[src/rtl/base64_stream_decoder_top_defines.svh]
// ============================================================================
// Base64 stream decoder assertion macros
// Shared concurrent assertion forms used by the decoder RTL.
// ============================================================================
`ifndef BASE64_STREAM_DECODER_TOP_DEFINES_SVH
`define BASE64_STREAM_DECODER_TOP_DEFINES_SVH

// Same-cycle implication, checked on every rising edge outside reset.
`define B64D_ASSERT_NOW(lbl, ante, cons, msg) \
    lbl: assert property (@(posedge i_clk) disable iff (!i_rst_n) \
        (ante) |-> (cons)) else $error(msg);

// Next-cycle implication, checked on every rising edge outside reset.
`define B64D_ASSERT_NEXT(lbl, ante, cons, msg) \
    lbl: assert property (@(posedge i_clk) disable iff (!i_rst_n) \
        (ante) |=> (cons)) else $error(msg);

`endif

[src/rtl/b64d_pkg.sv]
// ============================================================================
// b64d_pkg
// Types and constants shared by the base64 stream decoder modules.
// ============================================================================
`timescale 1ns / 1ps
`default_nettype none

package b64d_pkg;

    // Depth of the command queue between front and back.
    localparam int Q_DEPTH = 4;
    localparam int Q_AW    = $clog2(Q_DEPTH);

    // One input word.
    typedef struct packed {
        logic [7:0] in_char;
        logic       in_last;
    } t_in;

    // One output word.
    typedef struct packed {
        logic [7:0] out_byte;
        logic       has_data;
        logic       is_last;
    } t_out;

    // One queued command: one to three output words, bytes left-justified.
    typedef struct packed {
        logic [23:0] data;
        logic [1:0]  nres;
        logic        bare;
        logic        last;
    } t_cmd;

    // Queue status seen by the front and the back.
    typedef struct packed {
        logic full;
        logic empty;
    } t_q_stat;

endpackage

`default_nettype wire

[src/rtl/b64d_front.sv]
// ============================================================================
// b64d_front
// Accepts characters, maps them to sextets and forms byte commands.
// ============================================================================
`timescale 1ns / 1ps
`default_nettype none

module b64d_front
    import b64d_pkg::*;
(
    input  wire logic    i_clk,
    input  wire logic    i_rst_n,
    input  wire logic    i_valid,
    input  wire t_in     i_data,
    input  wire t_q_stat i_q_stat,
    output logic         o_stall,
    output logic         o_push,
    output t_cmd         o_cmd
);

    // Bit 6 set means the character is outside the alphabet.
    function automatic logic [6:0] sextet_of(input logic [7:0] c);
        logic [6:0] r;
        begin
            r = 7'h40;
            if (c >= 8'h41 && c <= 8'h5A) begin
                r = {1'b0, 6'(c - 8'h41)};
            end else if (c >= 8'h61 && c <= 8'h7A) begin
                r = {1'b0, 6'(c - 8'h61 + 8'd26)};
            end else if (c >= 8'h30 && c <= 8'h39) begin
                r = {1'b0, 6'(c - 8'h30 + 8'd52)};
            end else if (c == 8'h2B) begin
                r = 7'd62;
            end else if (c == 8'h2F) begin
                r = 7'd63;
            end
            sextet_of = r;
        end
    endfunction

    logic [17:0] r_hold, n_hold;
    logic [1:0]  r_count, n_count;
    logic        r_stopped, n_stopped;
    logic [6:0]  sx;
    logic        do_flush;
    logic        accept;

    assign o_stall = i_q_stat.full;
    assign accept  = i_valid && !o_stall;

    always_comb begin
        sx        = sextet_of(i_data.in_char);
        n_hold    = r_hold;
        n_count   = r_count;
        n_stopped = r_stopped;
        do_flush  = 1'b0;
        o_cmd     = '0;

        if (!r_stopped) begin
            if (!sx[6]) begin
                if (r_count == 2'd3) begin
                    o_cmd.data = {r_hold, sx[5:0]};
                    o_cmd.nres = 2'd3;
                    n_hold     = '0;
                    n_count    = 2'd0;
                end else begin
                    n_hold  = {r_hold[11:0], sx[5:0]};
                    n_count = r_count + 2'd1;
                end
                do_flush = i_data.in_last;
            end else begin
                do_flush  = 1'b1;
                n_stopped = 1'b1;
            end
        end

        // A partial group gives one byte fewer than it has sextets.
        if (do_flush) begin
            case (n_count)
                2'd2: begin
                    o_cmd.data = {n_hold[11:4], 16'd0};
                    o_cmd.nres = 2'd1;
                end
                2'd3: begin
                    o_cmd.data = {n_hold[17:10], n_hold[9:2], 8'd0};
                    o_cmd.nres = 2'd2;
                end
                default: begin
                end
            endcase
            n_hold  = '0;
            n_count = 2'd0;
        end

        if (i_data.in_last) begin
            if (o_cmd.nres == 2'd0) begin
                o_cmd.bare = 1'b1;
                o_cmd.nres = 2'd1;
            end
            o_cmd.last = 1'b1;
            n_hold     = '0;
            n_count    = 2'd0;
            n_stopped  = 1'b0;
        end

        o_push = accept && (o_cmd.nres != 2'd0);
    end

    always_ff @(posedge i_clk) begin
        if (!i_rst_n) begin
            r_hold    <= '0;
            r_count   <= 2'd0;
            r_stopped <= 1'b0;
        end else if (accept) begin
            r_hold    <= n_hold;
            r_count   <= n_count;
            r_stopped <= n_stopped;
        end
    end

endmodule

`default_nettype wire

[src/rtl/b64d_queue.sv]
// ============================================================================
// b64d_queue
// Short command queue that decouples the front from the back.
// ============================================================================
`timescale 1ns / 1ps
`default_nettype none

`include "base64_stream_decoder_top_defines.svh"

module b64d_queue
    import b64d_pkg::*;
(
    input  wire logic i_clk,
    input  wire logic i_rst_n,
    input  wire logic i_push,
    input  wire t_cmd i_cmd,
    input  wire logic i_pop,
    output t_cmd      o_cmd,
    output t_q_stat   o_stat
);

    t_cmd          r_mem [Q_DEPTH];
    logic [Q_AW:0] r_wptr;
    logic [Q_AW:0] r_rptr;
    logic [Q_AW:0] fill;

    assign fill         = r_wptr - r_rptr;
    assign o_stat.full  = (fill == (Q_AW + 1)'(Q_DEPTH));
    assign o_stat.empty = (r_wptr == r_rptr);
    assign o_cmd        = r_mem[r_rptr[Q_AW-1:0]];

    always_ff @(posedge i_clk) begin
        if (!i_rst_n) begin
            r_wptr <= '0;
            r_rptr <= '0;
        end else begin
            if (i_push) begin
                r_wptr <= r_wptr + 1'b1;
            end
            if (i_pop) begin
                r_rptr <= r_rptr + 1'b1;
            end
        end
    end

    always_ff @(posedge i_clk) begin
        if (i_push) begin
            r_mem[r_wptr[Q_AW-1:0]] <= i_cmd;
        end
    end

    `B64D_ASSERT_NOW(a_no_push_full, i_push, !o_stat.full, "push into full queue")
    `B64D_ASSERT_NOW(a_no_pop_empty, i_pop, !o_stat.empty, "pop from empty queue")
    `B64D_ASSERT_NEXT(a_fill_up, i_push && !i_pop, fill == $past(fill) + 1'b1, "fill lost a push")

endmodule

`default_nettype wire

[src/rtl/b64d_back.sv]
// ============================================================================
// b64d_back
// Takes commands from the queue and emits them one output word per cycle while the output is not stalled.
// ============================================================================
`timescale 1ns / 1ps
`default_nettype none

module b64d_back
    import b64d_pkg::*;
(
    input  wire logic    i_clk,
    input  wire logic    i_rst_n,
    input  wire t_cmd    i_cmd,
    input  wire t_q_stat i_q_stat,
    output logic         o_pop,
    output logic         o_valid,
    output t_out         o_data,
    input  wire logic    i_stall
);

    logic r_busy;
    t_cmd r_cur;
    logic take;
    logic finish;

    assign o_valid         = r_busy;
    assign o_data.out_byte = r_cur.data[23:16];
    assign o_data.has_data = !r_cur.bare;
    assign o_data.is_last  = r_cur.last && (r_cur.nres == 2'd1);

    assign take   = r_busy && !i_stall;
    assign finish = take && (r_cur.nres == 2'd1);
    assign o_pop  = (!r_busy || finish) && !i_q_stat.empty;

    always_ff @(posedge i_clk) begin
        if (!i_rst_n) begin
            r_busy <= 1'b0;
        end else if (o_pop) begin
            r_busy <= 1'b1;
        end else if (finish) begin
            r_busy <= 1'b0;
        end
    end

    always_ff @(posedge i_clk) begin
        if (o_pop) begin
            r_cur <= i_cmd;
        end else if (take) begin
            r_cur.data <= {r_cur.data[15:0], 8'd0};
            r_cur.nres <= r_cur.nres - 2'd1;
        end
    end

endmodule

`default_nettype wire

[src/rtl/base64_stream_decoder_top.sv]
// ============================================================================
// base64_stream_decoder_top
// Streaming base64 decoder: one character per word in, one byte per word out.
// ============================================================================
// The block takes one ASCII character per input word, with a flag on the final
// character of a message, and returns decoded bytes one per output word. Every
// fourth alphabet character yields three bytes; the first '=' or foreign
// character stops decoding until the message end, flushing any partial group.
// The final output word of a message has is_last set, and a message that ends
// with no pending byte gives one word with has_data clear. An input word is
// taken every cycle while the four-entry command queue has room; the output
// port sends at most one word per cycle while not stalled, so a full group of
// four characters fills three output words and plain text streams at one
// character per cycle. With the queue empty and the back idle, the first byte
// of an accepted character goes into the command queue at the accepting edge,
// then into the back's current-command register, which drives the output. The
// input stalls only when the queue is full, which follows from output stalling.
// ============================================================================
`timescale 1ns / 1ps
`default_nettype none

module base64_stream_decoder_top
    import b64d_pkg::*;
(
    input  wire logic i_clk,
    input  wire logic i_rst_n,
    // Input channel: one encoded character per word.
    input  wire logic i_in_valid,
    input  wire t_in  i_in_data,
    output logic      o_in_stall,
    // Output channel: one decoded byte or end marker per word.
    output logic      o_out_valid,
    output t_out      o_out_data,
    input  wire logic i_out_stall
);

    t_q_stat q_stat;
    t_cmd    push_cmd;
    t_cmd    head_cmd;
    logic    push;
    logic    pop;

    // The front classifies characters and tracks the partial group.
    b64d_front u_front (
        .i_clk    (i_clk),
        .i_rst_n  (i_rst_n),
        .i_valid  (i_in_valid),
        .i_data   (i_in_data),
        .i_q_stat (q_stat),
        .o_stall  (o_in_stall),
        .o_push   (push),
        .o_cmd    (push_cmd)
    );

    // The queue lets either side stall without holding up the other until it fills or runs empty.
    b64d_queue u_queue (
        .i_clk   (i_clk),
        .i_rst_n (i_rst_n),
        .i_push  (push),
        .i_cmd   (push_cmd),
        .i_pop   (pop),
        .o_cmd   (head_cmd),
        .o_stat  (q_stat)
    );

    // The back splits each command into its output words.
    b64d_back u_back (
        .i_clk    (i_clk),
        .i_rst_n  (i_rst_n),
        .i_cmd    (head_cmd),
        .i_q_stat (q_stat),
        .o_pop    (pop),
        .o_valid  (o_out_valid),
        .o_data   (o_out_data),
        .i_stall  (i_out_stall)
    );

endmodule

`default_nettype wire
[config.mk]
export PLATFORM = sky130hd
export DESIGN_NAME = base64_stream_decoder_top
export DESIGN_NICKNAME = d
export VERILOG_FILES = /design/src/rtl/b64d_pkg.sv /design/src/rtl/b64d_front.sv /design/src/rtl/b64d_queue.sv /design/src/rtl/b64d_back.sv /design/src/rtl/base64_stream_decoder_top.sv
export VERILOG_INCLUDE_DIRS = /design/src /design/src/rtl
export SDC_FILE = /design/constraint.sdc
export NUM_CORES = 1
export LEC_CHECK = 0
export ABC_AREA = 1
export ABC_CLOCK_PERIOD_IN_PS = 3800
export BUFFER_PORTS_ARGS = -buffer_cell sky130_fd_sc_hd__buf_2
export CAP_MARGIN = 15
export CORE_ASPECT_RATIO = 0.8
export CORE_UTILIZATION = 60
export CTS_BUF_LIST = sky130_fd_sc_hd__clkbuf_4 sky130_fd_sc_hd__clkbuf_8
export DETAILED_ROUTE_END_ITERATION = 16
export PLACE_DENSITY_LB_ADDON = 0.15
export SLEW_MARGIN = 15
export SYNTH_ARGS = -nofsm -noshare
export SYNTH_HDL_FRONTEND = slang
export SYNTH_SLANG_ARGS = --single-unit
export TNS_END_PERCENT = 1
[constraint.sdc]
create_clock -name i_clk -period 3.8 [get_ports i_clk]
set_input_delay 0.38 -clock i_clk [delete_from_list [all_inputs] [get_ports i_clk]]
set_output_delay 0.38 -clock i_clk [all_outputs]
set_load 0.03 [all_outputs]
==> results of run 1 <==
cell type report:
type / instances / area, sq um
clock inverters: 12 / 195
well taps: 175 / 219
repair buffers: 34 / 195
clock buffers: 20 / 256
inverters: 81 / 314
fillers: 986 / 4260
multi-input cells: 510 / 2720
flip-flops and latches: 170 / 4810
worst min-delay path, cell delays in order:
cell	delay (ps)
buf_2	140
nand2_1	70
a21oi_1	30
state kept, by name, summed over array words and instances (netlist names), named ones only:
signal             cells
u_back.o_valid         1
u_front.r_hold        18
u_back.r_cur          20
u_queue.r_wptr         3
u_front.r_count        2
u_queue.r_rptr         3
u_front.r_stopped      1
u_back.o_data          8
u_queue.r_mem        112
routing by layer:
layer  wire, microns  part of all wire (%)
met1            7570                    44
met2            8200                    48
met3            1110                   6.5
met4             255                   1.5
met5               0                     0
final timing paths:
| kind | cells after the start | slack [ps] | from | endpoint |
|---|---|---|---|---|
| setup / recovery | 12 | 1070 | u_queue.r_rptr[1] | u_queue.r_mem[3][8] |
| hold reg to reg | 2 | 470 | u_front.r_hold[13] | u_front.r_hold[13] |
| hold / removal | 3 | 200 | i_rst_n | u_queue.r_rptr[2] |
| setup reg to reg | 12 | 1070 | u_queue.r_rptr[1] | u_queue.r_mem[3][8] |
cells by family (layout without fill, tap and decap cells):
logic type                 count (synthesis)  in the layout  share of synthesized area, %
DFF                                      170            170                          59.9
AOI/OAI and AO/OA                        174            174                          12.6
adders and majority gates                 18             18                          2.81
buffers and inverters                    121            147                          6.61
xor gates and xnor gates                   8              8                         0.873
and+or+nand+nor                          310            310                          17.3
metrics by stage:
stage | cells | util, % | hold slack [ps]
5_1_grt | 1002 | 67.2 | 206
2_1_floorplan | 801 | - | 444
6_report | 1002 | 67.2 | 199
3_3_place_gp | 970 | 63.7 | 454
4_1_cts | 1002 | 67.2 | 173
3_5_place_dp | 970 | 63.7 | 460
layout by cell type, fill, tap and decap left out, drive strengths merged, types with 5 or more instances in the layout:
cell,count
edfxtp,140
ha,18
o22ai,21
nand3,14
o211ai,7
clkinv,5
a21oi,41
clkbuf,20
a31oi,18
bufinv,5
xor2,7
buf,34
o21ai,81
nor2,169
inv,82
nand2,120
dfxtp,30
cells in the mapped netlist (9+ instances only):
| library cell | instances | area share [%] |
|---|---|---|
| o22ai_1 | 18 | 1.4 |
| nand2_1 | 101 | 4.7 |
| clkbuf_1 | 22 | 1.0 |
| nor2_1 | 164 | 7.7 |
| o21ai_0 | 74 | 4.6 |
| edfxtp_1 | 140 | 52 |
| dfxtp_1 | 30 | 7.5 |
| buf_4 | 9 | 0.84 |
| ha_1 | 18 | 2.8 |
| inv_1 | 71 | 3.3 |
| a21oi_1 | 41 | 2.6 |
| a31oi_1 | 18 | 1.4 |
| nand3_1 | 11 | 0.69 |
| nand2_4 | 11 | 1.5 |
power groups by stage:
| stage | sequential (mW) | clock (mW) | combinational (mW) |
|---|---|---|---|
| after floorplan | 2.63 | 0 | 1.34 |
| final | 2.59 | 1.43 | 1.81 |
| after detailed placement | 2.62 | 0 | 1.83 |
| after CTS | 2.59 | 1.45 | 1.83 |
| after global placement | 2.61 | 0 | 1.79 |
| after global routing | 2.62 | 1.51 | 2.03 |
==> qor.yml, run 1 <==
clocking:
  cts.repair.resized: 0
  root_buffer: "clkbuf_8"
  htree_levels: 4
  clockBufferDepth: 2
  cts_setup_buffers: 0
  cts_buffers: 17
  cts_tree: "done"
  ctsHoldBuffers: 0
  cts.sinks: 170
  clk_latency_ps: 450
  clk_pin_slew_ps: 80
synthesis:
  ys.flop_type: "edfxtp_1"
  synth_area_sq_um: 8030
  synth_edf_count: 140
  synth-seq-cells: 170
  avgSynthCellArea_sq_um: 10.0
  async_reset_ff_share_pct: 0
  synth_nets: 832
  ys_types: 42
  synthesis.instances: 801
  ys_seq_area_share_pct: 59.9
  synth-warning-count: 0
setup_path:
  crit_buf_inv: 5
  slowest_delay_ps: 400
  cp_common_cell: "inv_1"
  end_kind: "flop"
  critical-path-slowest-cell: "buf_4"
  worstPathArrival_ps: 2830
  cp.required_ps: 3890
  path_cells: "inv_1 -> ha_1 -> inv_1 -> nor2_1 -> o21ai_0 -> nand4_1 -> nand2_1 -> buf_4 -> inv_1 -> nand2_4 -> nor2_2 -> buf_4"
  worstSetupStartpointType: "flop"
  critPathMaxFanout: 28
  cp_top_family: "buffers and inverters"
  crit_type: "reg -> reg"
floorplanning:
  pin_count: 25
  die_x_microns: 131
  num_rows: 37
  coreArea_sq_um: 13000
  start_util_pct: 61.9
  die_y_microns: 105
  die_area_sq_um: 13800
global_routing:
  grt_pass1_wl_mm: 27.6
  grt_most_used_layer: "met2"
  grt_start_max_net_pins: 57
  overflow: 0
  antenna_found_initial: 0
  grt_use_met3_pct: 5.87
  grt.met2_usage_pct: 43.6
  track_usage_pct: 26.2
  grtUsageMet1_pct: 34.4
  grt_pass1_vias: 5573
timing:
  hold_viol_final: 0
  setup-tns-final_ps: 0
  period_needed_ps: 2730
  max-slew-margin-rel_pct: 36.1
  rsz0062_at_grt: "false"
  fin_ws_ps: 1070
  fmax_ghz: 0.366
  worst_pin_slew_ps: 957
  maxSlewViolCount: 0
  finalSetupViolations: 0
  clock_skew_ps: 14.8
  fin_crit_sh_pct: 71.9
route:
  drt-initial-drc-count: 425
  first_pass_iters: 5
  ant_nets: 0
  routed-via-count: 5688
  drc: 0
  avgViaCountPerCell: 5.68
  wire_per_inst_microns: 17.1
  drt-total-wl_mm: 17.1
pwr:
  pwr-share-comb_pct: 31.1
  p_per_area_nw_per_um2: 670
  cellLeakagePower_nw: 3.19
  cell_internal_pwr_mw: 3.79
  pwr-share-seq_pct: 44.3
  p_sw_share_pct: 35.0
  p_clk_share_pct: 24.6
  ir_drop_v: 0.000376
  p_sw_mw: 2.04
  power_mw: 5.83
finish:
  final_area_sq_um: 8710
  diodes: 0
  syn2layout_area_growth_pct: 8.46
  nets: 845
  drive_gt1_share_pct: 14.4
place:
  dp_hpwl_mm: 11.4
  pre_cts_ws_ps: 759
  globalplace.congestion: 0.886
  io_buffers: 24
  placed_area_sq_um: 8260
job:
  maxCapViolations: 0
status:
  run_status: "finished clean"
min_path:
  hp-class: "in -> reg"
No activity file was read; power rests on OpenSTA's default activity.
==> run 2: changes to the inputs <==
- ABC_CLOCK_PERIOD_IN_PS: 3800 -> 2400
- CORE_UTILIZATION: 60 -> 58
- clock period: 3.8 -> 2.4 ns (I/O delays scaled with it)
==> run 2 against run 1 <==
Compared with the run above: critical path depth fell by 3; count of clock-buffer cells in the layout fell by 3; hold slack got worse by 150 ps; sequential cell count did not move; cell count rose by 6.8%; critical endpoint is now o_in_stall; global-route usage rose by 1.6 points; core utilization rose by 1.4 points; combinational power rose by 78%; sequential power rose by 60%.
==> qor.yml, run 2 (synthesis gave the netlist of run 1 again) <==
status:
  run_status: "finished clean"
timing:
  maxSlewViolCount: 0  # unchanged
  hold_viol_final: 0  # unchanged
  finalSetupViolations: 0  # unchanged
  worst_pin_slew_ps: 787  # -170 ps
  fmax_ghz: 0.460
  clock_skew_ps: 17.9  # +3.08 ps
  period_needed_ps: 2170
  fin_crit_sh_pct: 90.6
  max-slew-margin-rel_pct: 47.5  # +11 points
  rsz0062_at_grt: "false"
route:
  drc: 0  # unchanged
  wire_per_inst_microns: 17.3  # +1.0%
  first_pass_iters: 5  # unchanged
  routed-via-count: 5857  # +3.0%
  drt-initial-drc-count: 413  # -2.8%
  avgViaCountPerCell: 5.47  # -3.6%
  drt-total-wl_mm: 18.5  # +7.9%
  ant_nets: 0  # unchanged
min_path:
  min_from: "i_rst_n"
  holdPathStages: 3  # unchanged
  hp-class: "in -> reg"
  hold_end: "u_queue.r_wptr[1]"
setup_path:
  critical_path.startpoint: "u_queue.r_rptr[1]"
  rr_worst_depth: 12  # unchanged
  worstSetupStartpointType: "flop"
  reg2reg_setup_slack_ps: 230  # -840 ps
  reg2reg_from: "u_queue.r_rptr[1]"
  crit_type: "reg -> out"
  cp.required_ps: 2160  # -1730 ps
  critPathMaxFanout: 3  # -89%
  end_kind: "output pin"
  reg2reg_to: "u_queue.r_mem[0][23]"
  worstPathArrival_ps: 1930  # -900 ps
floorplanning:
  die_area_sq_um: 14300  # +3.4%
  start_util_pct: 59.2  # -2.7 points
  pin_count: 25  # unchanged
  die_x_microns: 134  # +1.7%
  die_y_microns: 107  # +1.7%
  num_rows: 38  # +2.7%
  coreArea_sq_um: 13600  # +4.5%
clocking:
  root_buffer: "clkbuf_8"
  cts_setup_buffers: 0  # unchanged
  ctsHoldBuffers: 0  # unchanged
  clk_latency_ps: 470  # +20 ps
  htree_levels: 4  # unchanged
  clockBufferDepth: 2  # unchanged
  clk_pin_slew_ps: 100  # +20 ps
  cts.repair.resized: 0  # unchanged
  cts_tree: "done"
  cts_buffers: 17  # unchanged
  cts.sinks: 170  # unchanged
global_routing:
  grt_pass1_wl_mm: 29.4  # +6.4%
  grt_pass1_vias: 5625  # +0.93%
  antenna_found_initial: 0  # unchanged
  overflow: 0  # unchanged
  track_usage_pct: 27.8  # +1.6 points
  grt_start_max_net_pins: 57  # unchanged
job:
  maxCapViolations: 0  # unchanged
finish:
  final_area_sq_um: 9290  # +6.7%
  drive_gt1_share_pct: 20.8  # +6.4 points
  mostFrequentLayoutCell: "nor2_1"
  largest_reg_flops: 112  # unchanged
  diodes: 0  # unchanged
  nets: 908  # +7.5%
  fillers: 1040  # +5.5%
  layout_common_cells: "nor2_1 (160), edfxtp_1 (140), nand2_1 (100)"
  syn2layout_area_growth_pct: 15.7
pwr:
  ir_drop_v: 0.000604  # +61%
  power_mw: 9.56  # +64%
  cell_internal_pwr_mw: 6.01  # +59%
  p_per_area_nw_per_um2: 1030  # +54%
  pwr-share-comb_pct: 33.7  # +2.6 points
  cellLeakagePower_nw: 3.51  # +10%
  p_sw_share_pct: 37.2  # +2.1 points
  p_sw_mw: 3.55  # +74%
  p_clk_share_pct: 23.0  # -1.6 points
  pwr-share-seq_pct: 43.3  # -1.0 points
place:
  io_buffers: 24  # unchanged
  dp_hpwl_mm: 12.7  # +12%
  placed_area_sq_um: 8840  # +7.1%
  globalplace.congestion: 0.904  # +2.0%
[run 2: per-stage QoR]
stage	TNS (ps)	setup WS, ps	utilization, %	instances	hold WS [ps]
floorplan	-9660	-86.2	-	801	339
global placement	-8930	-111	65.3	1038	452
detailed placement	-23760	-230	65.3	1038	457
CTS	0	114	68.5	1070	12.1
global route	0	58.1	68.6	1070	45.0
finish	0	225	68.6	1070	48.2
[run 2: layout make-up]
| class | instances | area (sq um) | area share [%] |
|---|---|---|---|
| Multi-Input combinational cell | 510 | 2750 | 29.6 |
| Clock buffer | 17 | 234 | 2.52 |
| Sequential cell | 170 | 4810 | 51.7 |
| Tap cell | 180 | 225 | 2.42 |
| Timing Repair Buffer | 97 | 756 | 8.13 |
| Inverter | 81 | 314 | 3.38 |
| Clock inverter | 15 | 208 | 2.24 |
[run 2: layer usage]
layer	wire (microns)	global-route usage [%]	vias to the layer above
met1	8280	38.3	2788
met3	1070	5.67	23
met4	323	8.20	0
met5	0	0	-
li1	-	-	2862
met2	8820	44.6	184
[run 2: worst max path at each step]
stage	to	slack (ps)
final	o_in_stall	230
after global routing	u_queue.r_mem[0][23]	60
after CTS	u_queue.r_mem[0][23]	110
after detailed placement	u_queue.r_mem[1][27]	-230
after global placement	u_queue.r_mem[2][27]	-110
after floorplan	u_queue.r_mem[3][0]	-90
[run 2: critical path, stage by stage (launching register included)]
cell	delay, ps
dfxtp_1	350
inv_1	70
ha_1	350
inv_1	50
nor2_1	120
nor2_1	60
nand2_1	60
nand4_1	120
inv_1	90
buf_2	190
[run 2: power by group through the flow]
| stage | Clock (mW) | Combinational, mW | Sequential, mW |
|---|---|---|---|
| after floorplan | 0 | 2.16 | 4.13 |
| after global placement | 0 | 3.13 | 4.18 |
| after detailed placement | 0 | 3.21 | 4.20 |
| after CTS | 2.24 | 3.24 | 4.14 |
| after global routing | 2.34 | 3.57 | 4.18 |
| final | 2.20 | 3.22 | 4.14 |
==> run 3: changes to the inputs <==
- ABC_AREA: 1 -> unset
==> run 3 against run 2 <==
Compared with the run above: maximum frequency is 2.8% lower; area after synthesis is 5.2% lower; first-iteration DRC count is 27% lower; clock skew is 5.0 ps lower; total power is 19% lower; critical endpoint is now u_queue.r_mem[0][3].
==> qor.yml, run 3 <==
synthesis:
  synthesis.instances: 511  # -36%
  synth_top_area_cell: "edfxtp_1"
  ys_types: 56  # +33%
  ys_seq_area_share_pct: 63.1  # +3.3 points
  yosysMostFrequentCell: "edfxtp_1"
  synth_edf_count: 140  # unchanged
  synth_area_sq_um: 7610  # -5.2%
  synth-warning-count: 0  # unchanged
  avgSynthCellArea_sq_um: 14.9  # +49%
  ys.flop_type: "edfxtp_1"
  synthTopCellsByArea: "edfxtp_1 (55%), mux4_2 (8.3%), dfxtp_1 (7.9%)"
  synth_top_area_share_pct: 55.2  # +2.8 points
  synth_commonest_cells: "edfxtp_1 (140), dfxtp_1 (30), mux4_2 (28)"
  synth-seq-cells: 170  # unchanged
  synth_nets: 542  # -35%
  async_reset_ff_share_pct: 0  # unchanged
timing:
  fin_ws_ps: 162  # -63.4 ps
  setup-tns-final_ps: 0  # unchanged
  fmax_ghz: 0.447  # -2.8%
  maxSlewViolCount: 0  # unchanged
  fin_crit_sh_pct: 93.3  # +2.6 points
  max-slew-margin-rel_pct: 67.1  # +20 points
  clock_skew_ps: 12.9  # -5.02 ps
  period_needed_ps: 2240  # +63.4 ps
  finalSetupViolations: 0  # unchanged
  hold_viol_final: 0  # unchanged
  rsz0062_at_grt: "false"
  worst_pin_slew_ps: 494  # -293 ps
route:
  drc: 0  # unchanged
  first_pass_iters: 5  # unchanged
  drt-total-wl_mm: 14.7  # -20%
  avgViaCountPerCell: 5.83  # +6.5%
  wire_per_inst_microns: 19.1  # +10%
  ant_nets: 0  # unchanged
  routed-via-count: 4511  # -23%
  drt-initial-drc-count: 301  # -27%
global_routing:
  track_usage_pct: 23.6  # -4.2 points
  grt_start_max_net_pins: 34  # -40%
  overflow: 0  # unchanged
  grt_pass1_vias: 4504  # -20%
  grt_pass1_wl_mm: 23.4  # -20%
  antenna_found_initial: 0  # unchanged
floorplanning:
  num_rows: 37  # -2.6%
  die_x_microns: 130  # -2.6%
  die_area_sq_um: 13600  # -5.1%
  die_y_microns: 104  # -2.6%
  coreArea_sq_um: 12800  # -5.4%
  start_util_pct: 59.4  # +0.13 points
  pin_count: 25  # unchanged
setup_path:
  crit_buf_inv: 2  # -2
  cp.required_ps: 2540  # +380 ps
  path_cells: "inv_1 -> ha_1 -> nor2b_1 -> xnor2_1 -> o211a_1 -> nand4_1 -> nand3_1 -> and2_2 -> buf_12"
  critPathMaxFanout: 28  # +25
  crit_type: "reg -> reg"
  worstPathArrival_ps: 2370  # +440 ps
  end_kind: "flop"
  critical-path-slowest-cell: "dfxtp_1"
  worstSetupStartpointType: "flop"
  cp_top_family: "simple AND/OR/NAND/NOR gates"
  slowest_delay_ps: 340  # about the same
place:
  place_inst: 743  # -28%
  pre_cts_ws_ps: -181  # +49.0 ps
  globalplace.congestion: 0.924  # +2.2%
  io_buffers: 24  # unchanged
  dp_hpwl_mm: 9.89  # -22%
clocking:
  cts_tree: "done"
  cts_setup_buffers: 0  # unchanged
  cts_buffers: 17  # unchanged
  clk_pin_slew_ps: 80  # -20 ps
  clockBufferDepth: 2  # unchanged
  cts.sinks: 170  # unchanged
  htree_levels: 4  # unchanged
  root_buffer: "clkbuf_8"
  clk_latency_ps: 440  # -30 ps
finish:
  stdcell_count: 774  # -28%
  mostFrequentLayoutCell: "edfxtp_1"
  drive_gt1_share_pct: 30.2  # +9.4 points
  multi_input_area_sq_um: 2610  # -5.0%
  fillers: 909  # -13%
  layout_common_cells: "edfxtp_1 (140), buf_4 (58), dfxtp_1 (29)"
  largest_reg_flops: 112  # unchanged
  ff_latch_area_sq_um: 4810  # unchanged
  diodes: 0  # unchanged
  syn2layout_area_growth_pct: 15.4
  nets: 618  # -32%
pwr:
  cellLeakagePower_nw: 3.01  # -14%
  p_per_area_nw_per_um2: 884  # -14%
  power_mw: 7.77  # -19%
  ir_drop_v: 0.000760  # +26%
job:
  maxCapViolations: 0  # unchanged
status:
  run_status: "finished clean"
min_path:
  hp-class: "in -> reg"
run 3: cell families (layout without fill, tap and decap cells):
kind of cell / Yosys count / in the layout / share of synthesized area, %
xor gates and xnor gates: 6 / 6 / 0.690
AOI/OAI and AO/OA: 84 / 84 / 8.23
muxes: 57 / 57 / 12.4
buffers and inverters: 49 / 137 / 3.16
DFF: 170 / 170 / 63.1
adders and majority gates: 18 / 18 / 2.96
and+or+nand+nor: 127 / 127 / 9.45
run 3: where the power goes:
part | leakage (nW) | switching (mW) | internal (mW)
clock network | 0.185 | 1.02 | 0.925
logic | 1.31 | 1.10 | 0.883
registers | 1.52 | 0.129 | 3.72
total | 3.01 | 2.25 | 5.52
run 3: final timing paths:
kind / startpoint / slack [ps] / to / cells past startpoint
worst max register to register: u_queue.r_wptr[0] / 160 / u_queue.r_mem[0][3] / 9
worst max-delay path: u_queue.r_wptr[0] / 160 / u_queue.r_mem[0][3] / 9
worst min-delay path: i_in_data[0] / 140 / u_queue.r_mem[3][0] / 1
worst min register to register: u_queue.r_wptr[2] / 490 / u_queue.r_wptr[2] / 2
run 3: what timing repair did:
action,in CTS,in global routing
hold endpoints to repair,0,0
resized for setup,0,1
hold buffers,0,0
setup endpoints to repair,0,11
run 3: area by class of cell:
cell class                      count  share of cell area (%)
Clock inverter                     14                    1.65
Multi-Input combinational cell    292                    29.7
Inverter                           16                   0.683
Timing Repair Buffer               90                    8.14
Clock buffer                       17                    2.66
Tap cell                          175                    2.49
Sequential cell                   170                    54.7
run 3: metal layers:
metal | GRT usage, % | up-vias | share of wire (%)
met5 | 0 | - | 0
met4 | 7.14 | 0 | 1.6
met3 | 5.40 | 16 | 4.7
met2 | 36.3 | 135 | 48
met1 | 33.4 | 2242 | 46
li1 | - | 2118 | -
run 3: per-stage QoR:
stage / cell area, sq um / util (%) / hold slack (ps)
finish: 8790 / 68.5 / 141
global route: 8790 / 68.5 / 121
CTS: 8790 / 68.5 / 97.3
detailed placement: 8410 / 65.6 / 482
global placement: 8410 / 65.6 / 464
floorplan: 7650 / - / 339
